==> src/rtl/homogeneous_vertex_transform_unit_defines.svh <==
// ============================================================================
// Homogeneous vertex transform unit: assertion macros
// Shared assertion macros for the transform unit. They compile to nothing
// when SYNTHESIS is defined.
// ============================================================================
`ifndef HOMOGENEOUS_VERTEX_TRANSFORM_UNIT_DEFINES_SVH
`define HOMOGENEOUS_VERTEX_TRANSFORM_UNIT_DEFINES_SVH

`ifndef SYNTHESIS
`define HVT_ASSERT_SAME(lbl, ante, cons) \
    lbl: assert property (@(posedge clk) disable iff (!rst_n) (ante) |-> (cons)) \
        else $error("hvt check failed");
`define HVT_ASSERT_NEXT(lbl, ante, cons) \
    lbl: assert property (@(posedge clk) disable iff (!rst_n) (ante) |=> (cons)) \
        else $error("hvt check failed");
`else
`define HVT_ASSERT_SAME(lbl, ante, cons)
`define HVT_ASSERT_NEXT(lbl, ante, cons)
`endif

`endif

==> src/rtl/hvt_pkg.sv <==
// ============================================================================
// Homogeneous vertex transform unit: package
// Operation codes, sequencer state types and fixed widths.
// ============================================================================
package hvt_pkg;

    localparam int DATA_W      = 32;
    localparam int PROD_W      = 64;
    localparam int ACC_W       = 66;
    localparam int IN_TDATA_W  = 136;
    localparam int OUT_TDATA_W = 96;
    localparam int USER_OUT_W  = 2;

    localparam logic signed [DATA_W-1:0] S32_MAX = 32'sh7fffffff;
    localparam logic signed [DATA_W-1:0] S32_MIN = 32'sh80000000;

    typedef enum logic [1:0] {
        OP_LOAD    = 2'd0,
        OP_COMPOSE = 2'd1,
        OP_XFORM   = 2'd2,
        OP_IDENT   = 2'd3
    } op_t;

    typedef enum logic [1:0] {
        ST_IDLE,
        ST_MAC,
        ST_DIV,
        ST_OUT
    } state_t;

    typedef enum logic [1:0] {
        DV_IDLE,
        DV_RUN,
        DV_FIN
    } dstate_t;

    typedef struct packed {
        logic signed [DATA_W-1:0] quo;
        logic                     sat;
    } div_res_t;

endpackage

==> src/rtl/hvt_div.sv <==
// ============================================================================
// Homogeneous vertex transform unit: perspective divider
// Restoring divider, one quotient bit per cycle, that forms
// (num << FRAC_BITS) / den truncated toward zero and saturated to 32 bits.
// ============================================================================
module hvt_div #(
    parameter int FRAC_BITS = 16
) (
    input  logic                clk,
    input  logic                rst_n,
    input  logic                start,
    input  logic signed [31:0]  num,
    input  logic signed [31:0]  den,
    output logic                done,
    output hvt_pkg::div_res_t   res
);
    import hvt_pkg::*;

    localparam int NW    = DATA_W + FRAC_BITS;
    localparam int CNT_W = $clog2(NW + 1);

    dstate_t              state_reg, state_next;
    logic [CNT_W-1:0]     cnt_reg;
    logic [NW-1:0]        dvd_reg;
    logic [NW-1:0]        quo_reg;
    logic [DATA_W-1:0]    rem_reg;
    logic [DATA_W-1:0]    dmag_reg;
    logic                 neg_reg;
    logic                 zero_reg;
    logic                 nonneg_reg;

    logic [DATA_W-1:0]    num_mag;
    logic [DATA_W-1:0]    den_mag;
    logic [DATA_W:0]      trial;
    logic [DATA_W:0]      diff;
    logic                 ge;
    logic                 pos_ovf;
    logic                 neg_ovf;

    assign num_mag = num[31] ? DATA_W'(-num) : num;
    assign den_mag = den[31] ? DATA_W'(-den) : den;
    assign trial   = {rem_reg, dvd_reg[NW-1]};
    assign diff    = trial - {1'b0, dmag_reg};
    assign ge      = (trial >= {1'b0, dmag_reg});
    assign pos_ovf = |quo_reg[NW-1:31];
    assign neg_ovf = (|quo_reg[NW-1:32]) || (quo_reg[31] && (|quo_reg[30:0]));

    always_comb
    begin
        state_next = state_reg;
        unique case (state_reg)
            DV_IDLE:
            begin
                if (start)
                begin
                    state_next = (den == 32'sd0) ? DV_FIN : DV_RUN;
                end
            end
            DV_RUN:
            begin
                if (cnt_reg == CNT_W'(1))
                begin
                    state_next = DV_FIN;
                end
            end
            DV_FIN:
            begin
                state_next = DV_IDLE;
            end
            default:
            begin
                state_next = DV_IDLE;
            end
        endcase
    end

    always_comb
    begin
        done    = (state_reg == DV_FIN);
        res.sat = 1'b0;
        res.quo = quo_reg[DATA_W-1:0];
        priority if (zero_reg)
        begin
            res.sat = 1'b1;
            res.quo = nonneg_reg ? S32_MAX : S32_MIN;
        end
        else if (neg_reg)
        begin
            res.sat = neg_ovf;
            res.quo = neg_ovf ? S32_MIN : DATA_W'(-quo_reg[DATA_W-1:0]);
        end
        else
        begin
            res.sat = pos_ovf;
            res.quo = pos_ovf ? S32_MAX : quo_reg[DATA_W-1:0];
        end
    end

    always_ff @(posedge clk or negedge rst_n)
    begin
        if (!rst_n)
        begin
            state_reg <= DV_IDLE;
        end
        else
        begin
            state_reg <= state_next;
        end
    end

    always_ff @(posedge clk)
    begin
        if (state_reg == DV_IDLE && start)
        begin
            dvd_reg    <= {num_mag, {FRAC_BITS{1'b0}}};
            quo_reg    <= '0;
            rem_reg    <= '0;
            dmag_reg   <= den_mag;
            cnt_reg    <= CNT_W'(NW);
            neg_reg    <= num[31] ^ den[31];
            zero_reg   <= (den == 32'sd0);
            nonneg_reg <= !num[31];
        end
        else if (state_reg == DV_RUN)
        begin
            dvd_reg <= {dvd_reg[NW-2:0], 1'b0};
            quo_reg <= {quo_reg[NW-2:0], ge};
            rem_reg <= ge ? diff[DATA_W-1:0] : trial[DATA_W-1:0];
            cnt_reg <= cnt_reg - CNT_W'(1);
        end
    end

endmodule

==> config.mk <==
export PLATFORM = sky130hd
export DESIGN_NAME = hvt_div
export DESIGN_NICKNAME = d
export VERILOG_FILES = /design/src/rtl/homogeneous_vertex_transform_unit_defines.svh /design/src/rtl/hvt_pkg.sv /design/src/rtl/hvt_div.sv
export SDC_FILE = /design/constraint.sdc
export NUM_CORES = 1
export LEC_CHECK = 0
export BUFFER_PORTS_ARGS = -buffer_cell sky130_fd_sc_hd__buf_2
export CORE_UTILIZATION = 40
export CTS_CLUSTER_SIZE = 25
export DETAILED_ROUTE_END_ITERATION = 8
export PLACE_DENSITY = 0.56
export SKIP_LAST_GASP = 1
export SYNTH_ARGS = -nofsm -noshare
export SYNTH_HDL_FRONTEND = slang
export SYNTH_SLANG_ARGS = --single-unit
==> constraint.sdc <==
create_clock -name clk -period 10.1 [get_ports clk]
set_clock_uncertainty 0.2 [all_clocks]
set_input_delay 1.01 -clock clk [delete_from_list [all_inputs] [get_ports clk]]
set_output_delay 1.01 -clock clk [all_outputs]
set_load 0.1 [all_outputs]
==> out/metrics.cfg, run 1 <==
[power]
power_density_nw_per_um2 = 349
vdd_ir_drop_max_mv = 0.211
pwr-share-seq_pct = 28.9
comb_power_share_pct = 54.6
leakagePower_nw = 4.59
p_sw_mw = 1.96
swShare_pct = 49.1
total_power_mw = 3.98
internal_power_mw = 2.02
p_clk_share_pct = 16.5

[clocking]
clock_path_buffers = 2
cts_max_level = 4
post_cts_buffers = 0
cts-buffers-inserted = 17
clk_pin_slew_worst_paths_ns = 0.07
root_buffer = clkbuf_16
cts_hold_buf = 0
cts_resized = 0
clock_sink_count = 155
tritoncts = done
worstSkewPairLatency_ns = 0.43

[yosys]
synth_common_cells = nand2_1 (212), o21ai_0 (160), a21oi_1 (90), dfxtp_1 (86), edfxtp_1 (67)
synth.distinct_cells = 57
synth_edf_count = 67
synth_top_cell_area_share_pct = 20.1
yosysMostFrequentCell = nand2_1
synth.yosys.warnings = 0
synth_flop_cell = dfxtp_1
synth_cells = 1245
synth_area_um2 = 10000
ys_ff_latch = 155
synth_fp_nets = 1350
synth_area_leaders = edfxtp_1 (20%), dfxtp_1 (17%), o21ai_0 (8.0%), nand2_1 (7.9%), ha_1 (4.6%)
ys_seq_area_share_pct = 37.7
synth_async_sr_flop_share_pct = 1.29
avgSynthCellArea_um2 = 8.06
yosysTopAreaCell = edfxtp_1

[placement]
gp_congestion = 0.850
dp_hpwl_um = 17200
dp_cells = 1609
placed_cell_area_um2 = 10800
preCtsSetupSlack_ns = 5.09
port_buffers = 100

[timing]
tightest_slew_ns = 1.09
fmax_mhz = 180
fin_crit_sh_pct = 54.9
slew_headroom_pct = 27.4
timing.final.ws_setup_ns = 4.55
finalHoldWorstSlack_ns = 0.155
drv_slew = 0
rsz0062_at_grt = false
fin_tns_setup_ns = 0
finalHoldViolations = 0
finalSetupViolCount = 0
fin_crit_ns = 5.55

[final_layout]
syn_to_final_growth_pct = 13.5
stdcell_count = 1642
finalNetCount = 1409
final_util_pct = 46.6
largest_reg_flops = 48
drive_gt1_share_pct = 12.4
final_area_um2 = 11400

[grt]
grt_max_degree = 99
grt_pass1_vias = 8393
antenna_found_initial = 1
gr-total-overflow = 0
track_usage_pct = 20.1
grt_first_pass_wirelength_um = 42300

[critical_path]
critPathKind = reg2out
slowest_delay_ns = 0.68
end_kind = primary output
cp_max_fo = 31
crit_family = simple AND/OR/NAND/NOR gates
slowest_stage = nand2_1
crit_buf_inv = 1
crit_required_ns = 8.89
crit_arrival_ns = 4.34
crit_chain = or4_1 -> nor4_1 -> nand4b_1 -> o41ai_2 -> nand2_1 -> or3_1 -> a31oi_1 -> buf_2
startpoint_type = flop

[die]
die_area_um2 = 25700
placementRows = 57
io_pins = 101
core-area_um2 = 24500
fp.dieH_um = 160
initial_core_util_pct = 41.0
die_x_um = 160

[hold_path]
hold_path_class = in2async

[detailed_routing]
drt_iter0_markers = 713
vias_per_cell = 5.53
wl_per_cell_um = 15.3
wl_um = 25200
drc = 0
num_vias = 9079
postRouteAntennaNets = 0
dr.pass1.iters = 5

[status]
status = finished, final reports clean

[run]
maxCapViolations = 0

-- power by group through the flow --
stage / clock network [mW] / registers (mW) / logic (mW)
after CTS: 0.679 / 1.15 / 2.17
after detailed placement: 0 / 1.16 / 2.16
after floorplan: 0 / 1.09 / 1.76
after global placement: 0 / 1.15 / 2.15
after global routing: 0.706 / 1.18 / 2.41
final: 0.659 / 1.15 / 2.17
-- placed cells by master, fill, tap and decap left out, types with 44 or more instances in the layout --
cell type and count:
nand2_1 211, o21ai_0 160, buf_2 100, a21oi_1 90, dfxtp_1 86, edfxtp_1 67, nor2_1 64, inv_1 54
xnor2_1 47, xor2_1 44
-- per-layer routing --
layer	GRT usage (%)	up-vias	share of wire [%]
met5	0	-	0
met4	6.23	0	1.2
met3	2.97	21	3.8
met2	31.5	192	44
met1	28.4	4268	51
li1	-	4598	-
-- kinds of logic (layout without fill, tap and decap cells) --
| group | Yosys count | count (layout) | share of synthesized area, % |
|---|---|---|---|
| buffers and inverters | 126 | 198 | 4.74 |
| multiplexers | 17 | 17 | 1.70 |
| AND/OR/NAND/NOR | 449 | 449 | 21.3 |
| other | 0 | 1 | 0 |
| XOR/XNOR | 91 | 91 | 7.94 |
| adder cells (fa/ha/maj) | 38 | 38 | 4.81 |
| AO/OA/AOI/OAI | 369 | 369 | 21.8 |
| flip-flops | 155 | 155 | 37.7 |
-- area by class of cell --
class | count | area, µm²
Sequential cell | 155 | 3780
Tap cell | 324 | 405
Inverter | 55 | 206
Antenna cell | 1 | 2.50
Clock buffer | 17 | 425
Clock inverter | 15 | 189
Timing Repair Buffer | 111 | 583
Multi-Input combinational cell | 964 | 5790
Fill cell | 2431 | 13100
-- final timing paths --
| kind | from | end | slack [ns] | cells after the start |
|---|---|---|---|---|
| min | rst_n | state_reg[0] | 0.15 | 1 |
| max | quo_reg[15] | res[25] | 4.55 | 8 |
| max reg2reg | dmag_reg[1] | rem_reg[28] | 5.77 | 10 |
| max in group asynchronous | rst_n | state_reg[0] | 9.45 | 1 |
| min in group clk | quo_reg[47] | quo_reg[47] | 0.26 | 2 |
| min reg2reg | quo_reg[47] | quo_reg[47] | 0.26 | 2 |
Note: power is estimated with default switching activity, not from simulation.
==> inputs of run 2 (changes only) <==
==> constraint.sdc (replaced) <==
create_clock -name clk -period 5.39 [get_ports clk]
set_clock_uncertainty 0.2 [all_clocks]
set_input_delay 0.539 -clock clk [delete_from_list [all_inputs] [get_ports clk]]
set_output_delay 0.539 -clock clk [all_outputs]
set_load 0.1 [all_outputs]
==> out/metrics.cfg, run 2 (synthesis gave the netlist of run 1 again) <==
[power]
swShare_pct = 48.9  ; -0.19 points
leakagePower_nw = 4.65  ; +1.2%
power_density_nw_per_um2 = 659  ; +89%
pwr-share-seq_pct = 28.4  ; -0.5 points
vdd_ir_drop_max_mv = 0.357  ; +69%
comb_power_share_pct = 54.7  ; about the same
p_sw_mw = 3.71  ; +90%
internal_power_mw = 3.87  ; +91%
p_clk_share_pct = 16.8  ; +0.3 points

[final_layout]
syn_to_final_growth_pct = 14.6
final_util_pct = 47.0  ; +0.44 points
n_antenna_cell = 0  ; -1
fillers = 2461  ; +1.2%
layout_commonest_cell = nand2_1
finalNetCount = 1412  ; +0.21%
drive_gt1_share_pct = 12.6  ; +0.20 points
largest_reg_flops = 48  ; unchanged
final_cell_mix = nand2_1 (211), o21ai_0 (159), buf_2 (95)

[status]
status = finished, final reports clean

[critical_path]
crit_required_ns = 4.65  ; -4.24 ns
startpoint_type = flop
crit_arrival_ns = 4.26  ; -0.08 ns
critPathKind = reg2out
slowest_delay_ns = 0.67  ; about the same
cp_max_fo = 31  ; unchanged
crit_chain = or4_1 -> nor4_1 -> nand4b_1 -> o41ai_2 -> nand2_1 -> nor3_1 -> a21oi_1 -> o21ai_0 -> buf_2
slowest_stage = nand2_1
end_kind = primary output

[clocking]
cts-buffers-inserted = 17  ; unchanged
clk_pin_slew_worst_paths_ns = 0.07  ; about the same
cts_resized = 0  ; unchanged
root_buffer = clkbuf_16
clock_sink_count = 155  ; unchanged
cts_max_level = 4  ; unchanged
tritoncts = done
clock_path_buffers = 2  ; unchanged
worstSkewPairLatency_ns = 0.43  ; about the same

[timing]
slew_headroom_pct = 29.7  ; +2.3 points
fin_crit_sh_pct = 92.7
drv_slew = 0  ; unchanged
fmax_mhz = 200
fin_crit_ns = 5.00
fin_tns_setup_ns = 0  ; unchanged
finalHoldViolations = 0  ; unchanged
tightest_slew_ns = 1.05  ; -0.0367 ns
finalSetupViolCount = 0  ; unchanged
rsz0062_at_grt = false

[die]
die_x_um = 160  ; unchanged
initial_core_util_pct = 41.0  ; unchanged
core-area_um2 = 24500  ; unchanged
fp.dieH_um = 160  ; unchanged
placementRows = 57  ; unchanged
die_area_um2 = 25700  ; unchanged
io_pins = 101  ; unchanged

[detailed_routing]
dr.pass1.iters = 5  ; unchanged
wl_um = 25300  ; +0.56%
vias_per_cell = 5.50  ; -0.51%
num_vias = 9044  ; -0.39%
drt_iter0_markers = 559  ; -22%
drc = 0  ; unchanged
postRouteAntennaNets = 0  ; unchanged
wl_per_cell_um = 15.4  ; +0.44%

[grt]
track_usage_pct = 20.1  ; about the same
antenna_found_initial = 0  ; -1
grt_max_degree = 98  ; -1.0%
grt_pass1_vias = 8238  ; -1.8%
grt_first_pass_wirelength_um = 42100  ; -0.33%
gr-total-overflow = 0  ; unchanged

[run]
maxCapViolations = 0  ; unchanged

[placement]
dp_hpwl_um = 17400  ; +1.5%
gp_congestion = 0.847  ; -0.34%
port_buffers = 100  ; unchanged

[hold_path]
hold_path_class = in2reg

run 2: changes by cell type in the layout (fill, tap and decap cells not counted), sizes merged:
cell,delta
clkinvlp,-2
clkinv,-2
buf,+2
diode,-1
dlygate4sd3,+1
inv,+4
run 2: per-layer routing:
layer / GRT usage, % / vias to the layer above / share of wire (%) / wire length, µm
met2: 30.4 / 187 / 43 / 11000
met3: 3.33 / 22 / 3.8 / 973
li1: - / 4615 / - / -
met1: 29.6 / 4220 / 52 / 13100
met5: 0 / - / 0 / 0
met4: 4.98 / 0 / 1.2 / 292
run 2: power by group through the flow:
stage	registers, mW	logic (mW)	clock network (mW)
final	2.16	4.15	1.27
after detailed placement	2.17	4.13	0
after CTS	2.15	4.15	1.30
after floorplan	2.04	3.29	0
after global routing	2.22	4.56	1.35
after global placement	2.16	4.09	0
run 2: timing repair:
action / in CTS / in global routing
hold buffers: 1 / 0
setup buffers: 0 / 0
endpoints found under the hold margin: 2 / 0
endpoints found under the setup margin: 0 / 0
run 2: cell type report:
class / instances / area, µm² / share of cell area, %
Multi-Input combinational cell: 964 / 5790 / 50.4
Sequential cell: 155 / 3780 / 32.9
Timing Repair Buffer: 114 / 683 / 5.94
Clock buffer: 17 / 425 / 3.70
Tap cell: 324 / 405 / 3.53
Inverter: 55 / 206 / 1.80
Clock inverter: 15 / 199 / 1.73
run 2: per-stage QoR:
stage          hold WS [ns]  area [µm²]  worst slack (ns)  std cells  power, mW
2_1_floorplan        0.0434       10000            0.0164       1245       5.33
3_3_place_gp          0.143       10900              1.06       1611       6.25
3_5_place_dp          0.143       10900             0.931       1611       6.30
4_1_cts               0.123       11500             0.450       1644       7.59
5_1_grt               0.121       11500            0.0913       1644       8.14
6_report              0.133       11500             0.393       1644       7.58
run 2: critical path: cells and delay by family, from the launching register on:
kind | cells | cell delay (ns)
AO/OA/AOI/OAI | 3 | 0.56
buffers and inverters | 1 | 0.47
flip-flops | 1 | 0.39
AND/OR/NAND/NOR | 5 | 2.40
run 2: final timing paths:
| check | from | endpoint | slack (ns) | cells after the start |
|---|---|---|---|---|
| min in group asynchronous | rst_n | state_reg[1] | 0.27 | 2 |
| worst min-delay path | den[0] | dmag_reg[0] | 0.13 | 1 |
| worst max-delay path | quo_reg[15] | res[15] | 0.39 | 9 |
| worst min register to register | quo_reg[47] | quo_reg[47] | 0.26 | 2 |
| worst max register to register | dmag_reg[1] | rem_reg[27] | 1.73 | 12 |
| max in group asynchronous | rst_n | state_reg[0] | 4.61 | 2 |
